File: config.mk
export PLATFORM = sky130hd
export DESIGN_NAME = proximity_beep_alert
export DESIGN_NICKNAME = d
export VERILOG_FILES = /design/src/rtl/pba_pkg.sv /design/src/rtl/pba_div.sv /design/src/rtl/pba_lane.sv /design/src/rtl/proximity_beep_alert.sv
export SDC_FILE = /design/constraint.sdc
export NUM_CORES = 2
export LEC_CHECK = 0
export BUFFER_PORTS_ARGS = -buffer_cell sky130_fd_sc_hd__buf_2
export CAP_MARGIN = 20
export CORE_MARGIN = 2
export CORE_UTILIZATION = 40
export DETAILED_ROUTE_END_ITERATION = 8
export GPL_ROUTABILITY_DRIVEN = 0
export PLACE_DENSITY = 0.57
export SETUP_SLACK_MARGIN = 0.02
export SKIP_LAST_GASP = 1
export SLEW_MARGIN = 20
export SYNTH_ARGS = -nofsm -noshare
export SYNTH_HDL_FRONTEND = slang
export SYNTH_SLANG_ARGS = --single-unit
File: constraint.sdc
create_clock -name aclk -period 10.55 [get_ports aclk]
set_input_delay 2.11 -clock aclk [delete_from_list [all_inputs] [get_ports aclk]]
set_output_delay 2.11 -clock aclk [all_outputs]
set_load 0.1 [all_outputs]
File: src/rtl/pba_pkg.sv
`timescale 1ns / 1ps
// Package for the proximity beep alert block: register set, lane command,
// state encodings and fixed widths. Used by every module of the block.

package pba_pkg;

    localparam int DIST_W  = 13;
    localparam int IR_W    = 12;
    localparam int PER_W   = 16;
    localparam int TIME_W  = 32;
    localparam int NUM_W   = 29;
    localparam int PROD_W  = 31;
    localparam int CIDX_W  = 3;
    localparam int CDAT_W  = 16;
    localparam int STEP_W  = 5;

    localparam logic [DIST_W-1:0] DIST_SAT = 13'd4800;

    localparam logic [IR_W-1:0]   RST_IR_THRESHOLD = 12'd1000;
    localparam logic [DIST_W-1:0] RST_START_DIST   = 13'd320;
    localparam logic [DIST_W-1:0] RST_FULL_DIST    = 13'd80;
    localparam logic [DIST_W-1:0] RST_MIN_DIST     = 13'd32;
    localparam logic [PER_W-1:0]  RST_SLOW_PERIOD  = 16'd400;
    localparam logic [PER_W-1:0]  RST_FAST_PERIOD  = 16'd80;

    typedef enum logic [CIDX_W-1:0] {
        REG_IR_THRESHOLD = 3'd0,
        REG_START_DIST   = 3'd1,
        REG_FULL_DIST    = 3'd2,
        REG_MIN_DIST     = 3'd3,
        REG_SLOW_PERIOD  = 3'd4,
        REG_FAST_PERIOD  = 3'd5
    } reg_index_t;

    typedef struct packed {
        logic [IR_W-1:0]   ir_threshold;
        logic [DIST_W-1:0] start_dist;
        logic [DIST_W-1:0] full_dist;
        logic [DIST_W-1:0] min_dist;
        logic [PER_W-1:0]  slow_period_ms;
        logic [PER_W-1:0]  fast_period_ms;
    } cfg_t;

    typedef struct packed {
        logic              force_on;
        logic              valid;
        logic [DIST_W-1:0] distance;
    } lane_cmd_t;

    typedef enum logic [1:0] {
        L_IDLE,
        L_MUL,
        L_SUB,
        L_DIV
    } lane_state_t;

    typedef enum logic [1:0] {
        T_IDLE,
        T_BUSY,
        T_PEND
    } top_state_t;

endpackage

File: src/rtl/pba_div.sv
`timescale 1ns / 1ps
// Serial restoring divider, one quotient bit per cycle, for the blink period.
// Depends on pba_pkg for its widths; the quotient must fit in PER_W bits.

module pba_div (
    input  logic                            aclk,
    input  logic                            aresetn,
    input  logic                            start,
    input  logic [pba_pkg::NUM_W-1:0]       dividend,
    input  logic [pba_pkg::DIST_W-1:0]      divisor,
    output logic                            done,
    output logic [pba_pkg::PER_W-1:0]       quotient
);

    logic                              busy_reg, busy_next;
    logic                              done_reg, done_next;
    logic [pba_pkg::STEP_W-1:0]        cnt_reg, cnt_next;
    logic [pba_pkg::DIST_W-1:0]        rem_reg, rem_next;
    logic [pba_pkg::PER_W-1:0]         quo_reg, quo_next;
    logic [pba_pkg::DIST_W:0]          trial;
    logic [pba_pkg::DIST_W:0]          shifted;

    always_ff @(posedge aclk) begin
        if (!aresetn) begin
            busy_reg <= 1'b0;
            done_reg <= 1'b0;
            cnt_reg  <= '0;
        end else begin
            busy_reg <= busy_next;
            done_reg <= done_next;
            cnt_reg  <= cnt_next;
        end
        rem_reg <= rem_next;
        quo_reg <= quo_next;
    end

    assign shifted = {rem_reg, quo_reg[pba_pkg::PER_W-1]};
    assign trial   = shifted - {1'b0, divisor};

    always_comb begin
        busy_next = busy_reg;
        done_next = 1'b0;
        cnt_next  = cnt_reg;
        rem_next  = rem_reg;
        quo_next  = quo_reg;
        if (start) begin
            busy_next = 1'b1;
            cnt_next  = pba_pkg::STEP_W'(pba_pkg::PER_W - 1);
            rem_next  = dividend[pba_pkg::NUM_W-1:pba_pkg::PER_W];
            quo_next  = dividend[pba_pkg::PER_W-1:0];
        end else if (busy_reg) begin
            if (shifted >= {1'b0, divisor}) begin
                rem_next = trial[pba_pkg::DIST_W-1:0];
                quo_next = {quo_reg[pba_pkg::PER_W-2:0], 1'b1};
            end else begin
                rem_next = shifted[pba_pkg::DIST_W-1:0];
                quo_next = {quo_reg[pba_pkg::PER_W-2:0], 1'b0};
            end
            if (cnt_reg == '0) begin
                busy_next = 1'b0;
                done_next = 1'b1;
            end else begin
                cnt_next = cnt_reg - 1'b1;
            end
        end
    end

    assign done     = done_reg;
    assign quotient = quo_reg;

endmodule

File: src/rtl/pba_lane.sv
`timescale 1ns / 1ps
// One alert channel: classifies its distance, computes the blink period and
// keeps the channel level and last toggle time. Uses pba_pkg and pba_div.

module pba_lane (
    input  logic                          aclk,
    input  logic                          aresetn,
    input  logic                          start,
    input  pba_pkg::lane_cmd_t            cmd,
    input  logic [pba_pkg::TIME_W-1:0]    now_ms,
    input  pba_pkg::cfg_t                 cfg,
    output logic                          busy,
    output logic                          level
);

    pba_pkg::lane_state_t                 state_reg, state_next;
    logic                                 level_reg, level_next;
    logic [pba_pkg::TIME_W-1:0]           last_reg, last_next;
    logic [pba_pkg::DIST_W-1:0]           dist_reg, dist_next;
    logic [pba_pkg::TIME_W-1:0]           now_reg, now_next;
    logic [pba_pkg::NUM_W-1:0]            p1_reg, p1_next;
    logic signed [pba_pkg::PROD_W-1:0]    p2_reg, p2_next;
    logic [pba_pkg::DIST_W-1:0]           span;
    logic [pba_pkg::DIST_W-1:0]           sd;
    logic signed [pba_pkg::PER_W:0]       diff;
    logic signed [pba_pkg::PROD_W-1:0]    num_full;
    logic                                 div_start;
    logic                                 div_done;
    logic [pba_pkg::PER_W-1:0]            quotient;
    logic [pba_pkg::TIME_W-1:0]           elapsed;
    logic [pba_pkg::TIME_W-1:0]           half;

    always_ff @(posedge aclk) begin
        if (!aresetn) begin
            state_reg <= pba_pkg::L_IDLE;
            level_reg <= 1'b0;
            last_reg  <= '0;
        end else begin
            state_reg <= state_next;
            level_reg <= level_next;
            last_reg  <= last_next;
        end
        dist_reg <= dist_next;
        now_reg  <= now_next;
        p1_reg   <= p1_next;
        p2_reg   <= p2_next;
    end

    assign span     = cfg.start_dist - cfg.full_dist;
    assign sd       = cfg.start_dist - dist_reg;
    assign diff     = $signed({1'b0, cfg.slow_period_ms}) - $signed({1'b0, cfg.fast_period_ms});
    assign num_full = $signed({2'b00, p1_reg}) - p2_reg;
    assign elapsed  = now_reg - last_reg;
    assign half     = {{(pba_pkg::TIME_W-pba_pkg::PER_W+1){1'b0}},
                       quotient[pba_pkg::PER_W-1:1]};

    always_comb begin
        state_next = state_reg;
        level_next = level_reg;
        last_next  = last_reg;
        dist_next  = dist_reg;
        now_next   = now_reg;
        p1_next    = p1_reg;
        p2_next    = p2_reg;
        div_start  = 1'b0;
        unique case (state_reg)
            pba_pkg::L_IDLE: begin
                if (start) begin
                    if (cmd.force_on) begin
                        level_next = 1'b1;
                    end else if (!cmd.valid || cmd.distance > cfg.start_dist) begin
                        level_next = 1'b0;
                        last_next  = now_ms;
                    end else if (cmd.distance <= cfg.full_dist) begin
                        level_next = 1'b1;
                    end else begin
                        dist_next  = cmd.distance;
                        now_next   = now_ms;
                        state_next = pba_pkg::L_MUL;
                    end
                end
            end
            pba_pkg::L_MUL: begin
                p1_next = {{(pba_pkg::NUM_W-pba_pkg::PER_W){1'b0}}, cfg.slow_period_ms}
                        * {{(pba_pkg::NUM_W-pba_pkg::DIST_W){1'b0}}, span};
                p2_next = $signed({{(pba_pkg::PROD_W-pba_pkg::DIST_W){1'b0}}, sd})
                        * $signed({{(pba_pkg::PROD_W-pba_pkg::PER_W-1){diff[pba_pkg::PER_W]}},
                                   diff});
                state_next = pba_pkg::L_SUB;
            end
            pba_pkg::L_SUB: begin
                div_start  = 1'b1;
                state_next = pba_pkg::L_DIV;
            end
            pba_pkg::L_DIV: begin
                if (div_done) begin
                    if (elapsed >= half) begin
                        level_next = ~level_reg;
                        last_next  = now_reg;
                    end
                    state_next = pba_pkg::L_IDLE;
                end
            end
            default: begin
                state_next = pba_pkg::L_IDLE;
            end
        endcase
    end

    pba_div u_div (
        .aclk     (aclk),
        .aresetn  (aresetn),
        .start    (div_start),
        .dividend (num_full[pba_pkg::NUM_W-1:0]),
        .divisor  (span),
        .done     (div_done),
        .quotient (quotient)
    );

    assign busy  = (state_reg != pba_pkg::L_IDLE);
    assign level = level_reg;

endmodule

File: src/rtl/proximity_beep_alert.sv
`timescale 1ns / 1ps
// Top level of the proximity beep alert: register file, input decode, three
// channel lanes (buzzer, left LED, right LED) and the result register.
// Depends on pba_pkg and pba_lane.
//
//  Channel   Direction  Payload
//  s_*       in         readings: IR value and flag, two distances and flags, time
//  m_*       out        drive levels: buzzer, left LED, right LED
//  cfg_*     in         register writes: index and 16-bit data
//
// An item that leaves every channel off, steady or forced on passes through the
// T_BUSY state into the result register; an item with a blinking channel also
// waits for the 16-step serial divider in each lane after the multiply and
// subtract stages. One item is in work at a time, and while the output stalls
// it holds in T_PEND; the result register lets the next item be taken while the
// previous result waits. Reset is synchronous on aresetn and restores all
// register defaults.

module proximity_beep_alert (
    input  logic        aclk,
    input  logic        aresetn,
    input  logic        s_tvalid,
    output logic        s_tready,
    // ir_raw[11:0], ir_ok[12], left_dist[25:13], left_ok[26], right_dist[39:27],
    // right_ok[40], now_ms[72:41], zero fill above.
    input  logic [79:0] s_tdata,
    output logic        m_tvalid,
    input  logic        m_tready,
    // buzzer_on[0], left_led_on[1], right_led_on[2], zero fill above.
    output logic [7:0]  m_tdata,
    input  logic        cfg_valid,
    output logic        cfg_ready,
    input  logic [2:0]  cfg_index,
    input  logic [15:0] cfg_data
);

    pba_pkg::cfg_t                      cfg_reg, cfg_next;
    pba_pkg::top_state_t                state_reg, state_next;
    logic                               m_valid_reg, m_valid_next;
    logic [2:0]                         m_data_reg, m_data_next;

    logic [pba_pkg::IR_W-1:0]           ir_raw;
    logic                               ir_ok;
    logic [pba_pkg::DIST_W-1:0]         left_raw, right_raw;
    logic [pba_pkg::DIST_W-1:0]         left_d, right_d, buzz_d;
    logic                               left_ok, right_ok;
    logic                               left_c, right_c;
    logic [pba_pkg::TIME_W-1:0]         now_ms;
    logic                               ir_alert;
    logic                               start;
    logic                               out_free;
    pba_pkg::lane_cmd_t                 cmd_buzz, cmd_left, cmd_right;
    logic [2:0]                         lane_busy;
    logic [2:0]                         lane_level;

    always_ff @(posedge aclk) begin
        if (!aresetn) begin
            cfg_reg.ir_threshold   <= pba_pkg::RST_IR_THRESHOLD;
            cfg_reg.start_dist     <= pba_pkg::RST_START_DIST;
            cfg_reg.full_dist      <= pba_pkg::RST_FULL_DIST;
            cfg_reg.min_dist       <= pba_pkg::RST_MIN_DIST;
            cfg_reg.slow_period_ms <= pba_pkg::RST_SLOW_PERIOD;
            cfg_reg.fast_period_ms <= pba_pkg::RST_FAST_PERIOD;
            state_reg              <= pba_pkg::T_IDLE;
            m_valid_reg            <= 1'b0;
        end else begin
            cfg_reg     <= cfg_next;
            state_reg   <= state_next;
            m_valid_reg <= m_valid_next;
        end
        m_data_reg <= m_data_next;
    end

    always_comb begin
        cfg_next = cfg_reg;
        if (cfg_valid) begin
            unique case (cfg_index)
                pba_pkg::REG_IR_THRESHOLD: cfg_next.ir_threshold   = cfg_data[pba_pkg::IR_W-1:0];
                pba_pkg::REG_START_DIST:   cfg_next.start_dist     = cfg_data[pba_pkg::DIST_W-1:0];
                pba_pkg::REG_FULL_DIST:    cfg_next.full_dist      = cfg_data[pba_pkg::DIST_W-1:0];
                pba_pkg::REG_MIN_DIST:     cfg_next.min_dist       = cfg_data[pba_pkg::DIST_W-1:0];
                pba_pkg::REG_SLOW_PERIOD:  cfg_next.slow_period_ms = cfg_data;
                pba_pkg::REG_FAST_PERIOD:  cfg_next.fast_period_ms = cfg_data;
                default: ;
            endcase
        end
    end

    assign cfg_ready = 1'b1;

    assign ir_raw    = s_tdata[11:0];
    assign ir_ok     = s_tdata[12];
    assign left_raw  = s_tdata[25:13];
    assign left_ok   = s_tdata[26];
    assign right_raw = s_tdata[39:27];
    assign right_ok  = s_tdata[40];
    assign now_ms    = s_tdata[72:41];

    assign left_d   = (left_raw > pba_pkg::DIST_SAT) ? pba_pkg::DIST_SAT : left_raw;
    assign right_d  = (right_raw > pba_pkg::DIST_SAT) ? pba_pkg::DIST_SAT : right_raw;
    assign ir_alert = ir_ok && (ir_raw < cfg_reg.ir_threshold);
    assign left_c   = left_ok && (left_d >= cfg_reg.min_dist);
    assign right_c  = right_ok && (right_d >= cfg_reg.min_dist);

    always_comb begin
        if (left_c && right_c) begin
            buzz_d = (right_d < left_d) ? right_d : left_d;
        end else if (left_c) begin
            buzz_d = left_d;
        end else if (right_c) begin
            buzz_d = right_d;
        end else begin
            buzz_d = '0;
        end
    end

    assign cmd_buzz  = '{force_on: ir_alert, valid: left_c || right_c, distance: buzz_d};
    assign cmd_left  = '{force_on: ir_alert, valid: left_ok, distance: left_d};
    assign cmd_right = '{force_on: ir_alert, valid: right_ok, distance: right_d};

    assign s_tready = (state_reg == pba_pkg::T_IDLE);
    assign start    = s_tvalid && s_tready;
    assign out_free = !m_valid_reg || m_tready;

    pba_lane u_lane_buzz (
        .aclk    (aclk),
        .aresetn (aresetn),
        .start   (start),
        .cmd     (cmd_buzz),
        .now_ms  (now_ms),
        .cfg     (cfg_reg),
        .busy    (lane_busy[0]),
        .level   (lane_level[0])
    );

    pba_lane u_lane_left (
        .aclk    (aclk),
        .aresetn (aresetn),
        .start   (start),
        .cmd     (cmd_left),
        .now_ms  (now_ms),
        .cfg     (cfg_reg),
        .busy    (lane_busy[1]),
        .level   (lane_level[1])
    );

    pba_lane u_lane_right (
        .aclk    (aclk),
        .aresetn (aresetn),
        .start   (start),
        .cmd     (cmd_right),
        .now_ms  (now_ms),
        .cfg     (cfg_reg),
        .busy    (lane_busy[2]),
        .level   (lane_level[2])
    );

    always_comb begin
        state_next   = state_reg;
        m_valid_next = m_valid_reg && !m_tready;
        m_data_next  = m_data_reg;
        unique case (state_reg)
            pba_pkg::T_IDLE: begin
                if (start) begin
                    state_next = pba_pkg::T_BUSY;
                end
            end
            pba_pkg::T_BUSY, pba_pkg::T_PEND: begin
                if (lane_busy == 3'b000) begin
                    if (out_free) begin
                        m_valid_next = 1'b1;
                        m_data_next  = lane_level;
                        state_next   = pba_pkg::T_IDLE;
                    end else begin
                        state_next = pba_pkg::T_PEND;
                    end
                end
            end
            default: begin
                state_next = pba_pkg::T_IDLE;
            end
        endcase
    end

    assign m_tvalid = m_valid_reg;
    assign m_tdata  = {5'b00000, m_data_reg};

endmodule
; Word-level counts from Yosys, hierarchy flattened
; Cells that the tools add are included.
; Widths: inputs -> output; s select.
[word_totals]
reg_bits = 611
inputBits = 104
[op_classes]
addsub = 17
mul = 4
magnitude_cmp = 18
eq_ne = 45
mux = 112
n_bitwise = 17
n_reduce_logical = 67
[ops]
columns = operator, count
row1 = $mux 32, 15
row2 = $mux 13, 15
row3 = $pmux 32 s2, 3
row4 = $ge 32x15->1, 3
row5 = $mux 16, 6
row6 = $sub 32x32->32, 3
row7 = $sub 13x13->13, 7
row8 = $mul 14x17->29, 3
row9 = $sub 29x29->29, 3
row10 = $reduce_and 5->1, 9
row11 = $ge 14x13->1, 3
row12 = $gt 13x13->1, 3
row13 = $le 13x13->1, 3
row14 = $mux 1, 39
row15 = $mux 2, 18
row16 = $mux 4, 9
row17 = $ne 2x2->1 const B, 16
row18 = $mul 16x13->29, 1
row19 = $ge 13x13->1, 2
row20 = $gt 13x13->1 const B, 2
row21 = $reduce_and 2->1, 13
row22 = $pmux 2 s4, 3
row23 = $ne 2x1->1 const B, 10
row24 = $reduce_and 6->1, 3
row25 = other kinds (23), 88

; Longest topological paths before layout
[logic_depth]
ltp_word = 13
depth_mapped = 37
depth_no_buf = 36

; Cells and area by module
; Synthesis repeated with hierarchy kept, for this count alone.
[hier_totals]
cells_unflattened = 9712
hier_area_um2 = 87549.0
[by_module_without_submodules]
columns = mod, n_inst, cells_each, area_each_um2, seq_area_each_um2
row1 = pba_lane (u_lane_buzz), 1, 2807, 25438.1, 3793.6
row2 = pba_lane (u_lane_left), 1, 2814, 25308.0, 3793.6
row3 = pba_lane (u_lane_right), 1, 2842, 25176.6, 3793.6
row4 = pba_div, 3, 209, 2268.4, 1011.0
row5 = proximity_beep_alert, 1, 622, 4820.9, 1811.7

; Worst setup path after synthesis
; Ideal clock, no wire load.
[synth_path]
kind = input to register
from = input port s_tdata[13]
to = register u_lane_buzz.dist_reg[0] in the netlist's numbering, enable pin
arrival_time_ns = 9.193
t_required_ns = 10.102
path_slack_ns = 0.909
path_stages = 29
cell_sequence = or4_1 > o311a_1 > o21a_1 > o31ai_4 > nand2_1 > inv_1 > ha_1 > nor2b_1 > o21a_1 > o21a_1 > o21a_1 > o311ai_1 > a31oi_1 > o221ai_1 > o21a_1 > and2_1 > buf_2 > a22o_1 > ha_1 > nor2b_1 > o21a_1 > o21a_1 > o21a_1 > o21a_1 > o21ai_0 > a21oi_1 > a21oi_1 > nand3_1 > nor2_1
[synth_via]
elab_chain_len = 10
word_cells_on_any_way = 17
classes_between = order compare: 5 / mux: 4 / bitwise: 2 / reduce/logical: 6
[synth_rtl]
columns = element, line
row1 = "start, declared", proximity_beep_alert.sv:26  ; input logic [79:0] s_tdata,
row2 = $gt 13x13->1 *, proximity_beep_alert.sv:99  ; assign left_d = (left_raw > pba_pkg::DIST_SAT) ? pba_pkg::DIST_SAT : left_raw;
row3 = $mux 13 *, proximity_beep_alert.sv:99
row4 = "named net left_d, one bit", proximity_beep_alert.sv:45  ; logic [pba_pkg::DIST_W-1:0] left_d, right_d, buzz_d;
row5 = $ge 13x13->1, proximity_beep_alert.sv:102  ; assign left_c = left_ok && (left_d >= cfg_reg.min_dist);
row6 = $logic_and 1x1->1, proximity_beep_alert.sv:102
row7 = $mux 13 or $logic_and 1x1->1 (tied branches), "proximity_beep_alert.sv:108, proximity_beep_alert.sv:106"
row8 = $mux 13 *, proximity_beep_alert.sv:106  ; if (left_c && right_c) begin
row9 = "named net buzz_d, one bit", proximity_beep_alert.sv:45
row10 = $gt 13x13->1, pba_lane.sv:71  ; end else if (!cmd.valid || cmd.distance > cfg.start_dist) begin
row11 = $logic_or 1x1->1, pba_lane.sv:71
row12 = $not 1->1 (no source line), n/a
row13 = $reduce_and 5->1 (no source line) *, n/a
row14 = "end signal, assigned", pba_lane.sv:43  ; dist_reg <= dist_next;
row15 = "end, declared", pba_lane.sv:19  ; logic [pba_pkg::DIST_W-1:0] dist_reg, dist_next;
; Mark *: on every way through the listed nets, which the timed path passes. The rest lies on a longest branch.
; A chain may end at the register's enable or synchronous reset.

; Worst setup path after layout
[layout_path]
from = register cfg_reg[17] in the netlist's numbering
to = register u_lane_right.p2_reg[28] in the netlist's numbering (data pin)
[layout_via]
elab_chain_len = 2
[layout_rtl]
columns = element, line
row1 = "start, declared", proximity_beep_alert.sv:37  ; pba_pkg::cfg_t cfg_reg, cfg_next;
row2 = "start signal, assigned", proximity_beep_alert.sv:67  ; cfg_reg <= cfg_next;
row3 = $sub 16x16->17, pba_lane.sv:51  ; assign diff = $signed({1'b0, cfg.slow_period_ms}) - $signed({1'b0, cfg.fast_period_ms});
row4 = $mul 14x17->29, pba_lane.sv:87  ; * $signed({{(pba_pkg::PROD_W-pba_pkg::PER_W-1){diff[pba_pkg::PER_W]}},
row5 = "end signal, assigned", pba_lane.sv:46  ; p2_reg <= p2_next;
row6 = "end, declared", pba_lane.sv:22  ; logic signed [pba_pkg::PROD_W-1:0] p2_reg, p2_next;
; No other way between the ends.

==> out/results.ini <==
[worst_setup_path]
critical_path.max_stage_delay_ps = 550
required_ps = 10950
crit_family = adder cells
cp-start-kind = flip-flop
crit_buf_inv = 5
worst_path_max_delay_cell = fa_1
r2r_setup_slack_ps = 740
rr_worst_depth = 36
worstSetupEndpointType = flip-flop
r2r_start = cfg_reg[17]
crit_type = reg -> reg
worstPathMaxFanout = 8
critPathMostFrequentCell = fa_1
arrival_ps = 10210
timing.rr.end = u_lane_right.p2_reg[28]

[sta]
setup_tns_ps = 0
setup_violations = 0
rsz0062_at_grt = false
timing.final.max_slew_violations = 0
skew_ps = 48.59
max_slew.worst_pin.slew_ps = 1217
fmax_mhz = 101.9
slew_headroom_pct = 18.32
fin_crit_sh_pct = 92.99
post-route-min-period_ps = 9811
final-hold-violation-count = 0
finalWorstSetupSlack_ps = 739.4

[layout]
area_growth_pct = 9.146
final_nets = 9512
seq_area_um2 = 16230
layout-drive-gt1-share_pct = 6.386
nFillCells = 17340
design_area_um2 = 77300
post-route-util_pct = 43.89
largest_reg_flops = 83
multi_input_area_um2 = 48620
final_cell_mix = inv_1 (1,383), nand2_1 (816), fa_1 (777)
mostFrequentLayoutCell = inv_1

[grt]
antenna_found_initial = 4
grt_usage_pct = 22.75
grt_pass1_wl_um = 318900
use_met2_pct = 37.86
grt_pass1_vias = 55220
grt_max_degree = 80
grtUsageMet3_pct = 2.625
grt_busiest_layer = met2
grtUsageMet1_pct = 30.01
overflow = 0

[detailed_routing]
via_per_inst = 5.315
ant_nets = 0
routedWlPerCell_um = 19.83
drc = 0
dr.pass1.iters = 6
drtIter0Drc = 3890
wirelength_um = 203900
vias = 54640

[die]
die-area_um2 = 180400
fp.dieH_um = 424.8
die_w_um = 424.8
initial_core_util_pct = 40.21
rows = 154
ios = 115
core_region_area_um2 = 176100

[cts]
clkLatencyLatePin_ps = 690
cts_tree = built
holdBufCountCts = 0
cts.sinks = 611
cts_buffers = 76
root_buffer = clkbuf_16
htreeDepth = 3
path_clk_slew_ps = 70
clock_path_buffers = 3
post-cts-setup-buffers = 0
cts_resized = 0

[hold_path]
whs_endpoint = u_lane_left.u_div.done
hold_path_depth = 1
min_path_type = reg -> reg
hp-start = u_lane_left.u_div.cnt_reg[4]

[synth]
yosysUniqueCellTypes = 88
yosysSeqAreaShare_pct = 22.91
synth_flop_cell = edfxtp_1
synth_edf_count = 399
syn_area_um2 = 70820
ys_ff_latch = 611
synthCells = 7814
synth_warnings = 0
synth-async-reset-ratio_pct = 0
synth.avg_cell_area_um2 = 9.063

[placed_design]
hpwl_um = 160500
place_ws_ps = 848.7
port_buffers = 101
placed_area_um2 = 74580

[run_status]
status = completed

[flow_run]
maxCapViolations = 0

==> worst max path at each step <==
| stage | end | startpoint | cells past startpoint |
|---|---|---|---|
| 6_report | u_lane_right.p2_reg[28] | cfg_reg[17] | 36 |
| 5_1_grt | u_lane_right.p2_reg[28] | cfg_reg[17] | 36 |
| 4_1_cts | u_lane_right.p2_reg[28] | cfg_reg[17] | 36 |
| 3_5_place_dp | u_lane_right.p2_reg[28] | cfg_reg[17] | 36 |
| 3_3_place_gp | u_lane_right.p2_reg[28] | cfg_reg[17] | 36 |
| 2_1_floorplan | u_lane_buzz.dist_reg[0] | s_tdata[13] | 29 |
==> final cells by class <==
| class | instances | share of cell area [%] |
|---|---|---|
| multi-input cells | 5554 | 62.89 |
| clock inverters | 49 | 0.8692 |
| inverters | 1386 | 6.734 |
| clock buffers | 93 | 2.624 |
| diodes | 1 | 0.003237 |
| well taps | 2340 | 3.788 |
| flip-flops and latches | 611 | 20.99 |
| repair buffers | 246 | 2.098 |
==> metal layers <==
| layer | vias up | routed length (um) |
|---|---|---|
| met5 | - | 36 |
| met1 | 26930 | 88410 |
| met4 | 6 | 9877 |
| met2 | 1552 | 95210 |
| met3 | 373 | 10350 |
| li1 | 25780 | - |
==> synth_stat cells, drive strengths merged (32+ instances only) <==
master,count,area share [%]
o21ai,259,1.8
buf,35,0.30
dfxtp,212,6.0
ha,756,13
edfxtp,399,17
nand2,817,4.4
clkbuf,232,1.2
or3,32,0.28
and3,33,0.29
inv,1384,7.3
and2,115,1.0
nand3,74,0.52
fa,777,22
nor3,97,0.69
a21oi,442,3.1
mux2i,124,1.8
o21a,86,0.91
o21bai,42,0.45
nand2b,146,1.3
xnor2,247,3.1
a311oi,36,0.45
o211ai,40,0.42
or2,32,0.28
mux2,36,0.57
nor2b,116,1.0
a211oi,85,0.91
nand4,45,0.40
xor2,105,1.3
nor2,574,3.0
a21o,112,1.2
==> cell families after synthesis <==
| group | after synthesis | synth area share, % |
|---|---|---|
| AOI/OAI and AO/OA | 1341 | 12.12 |
| xor gates and xnor gates | 352 | 4.353 |
| adders and majority gates | 1533 | 35.32 |
| buffers and inverters | 1653 | 8.876 |
| DFF | 611 | 22.91 |
| muxes | 160 | 2.325 |
| other | 2 | 0.01060 |
| and+or+nand+nor | 2162 | 14.08 |
==> stage by stage <==
step                      cells  hold WS, ps
final                     10280        446.4
after global routing      10280        474.6
after CTS                 10280        448.9
after detailed placement  10140        428.3
after global placement    10140        435.2
after floorplan            7818        413.3
Power is not shown: default switching activity piles up to over one toggle a cycle in this logic, so the estimate is an artifact.
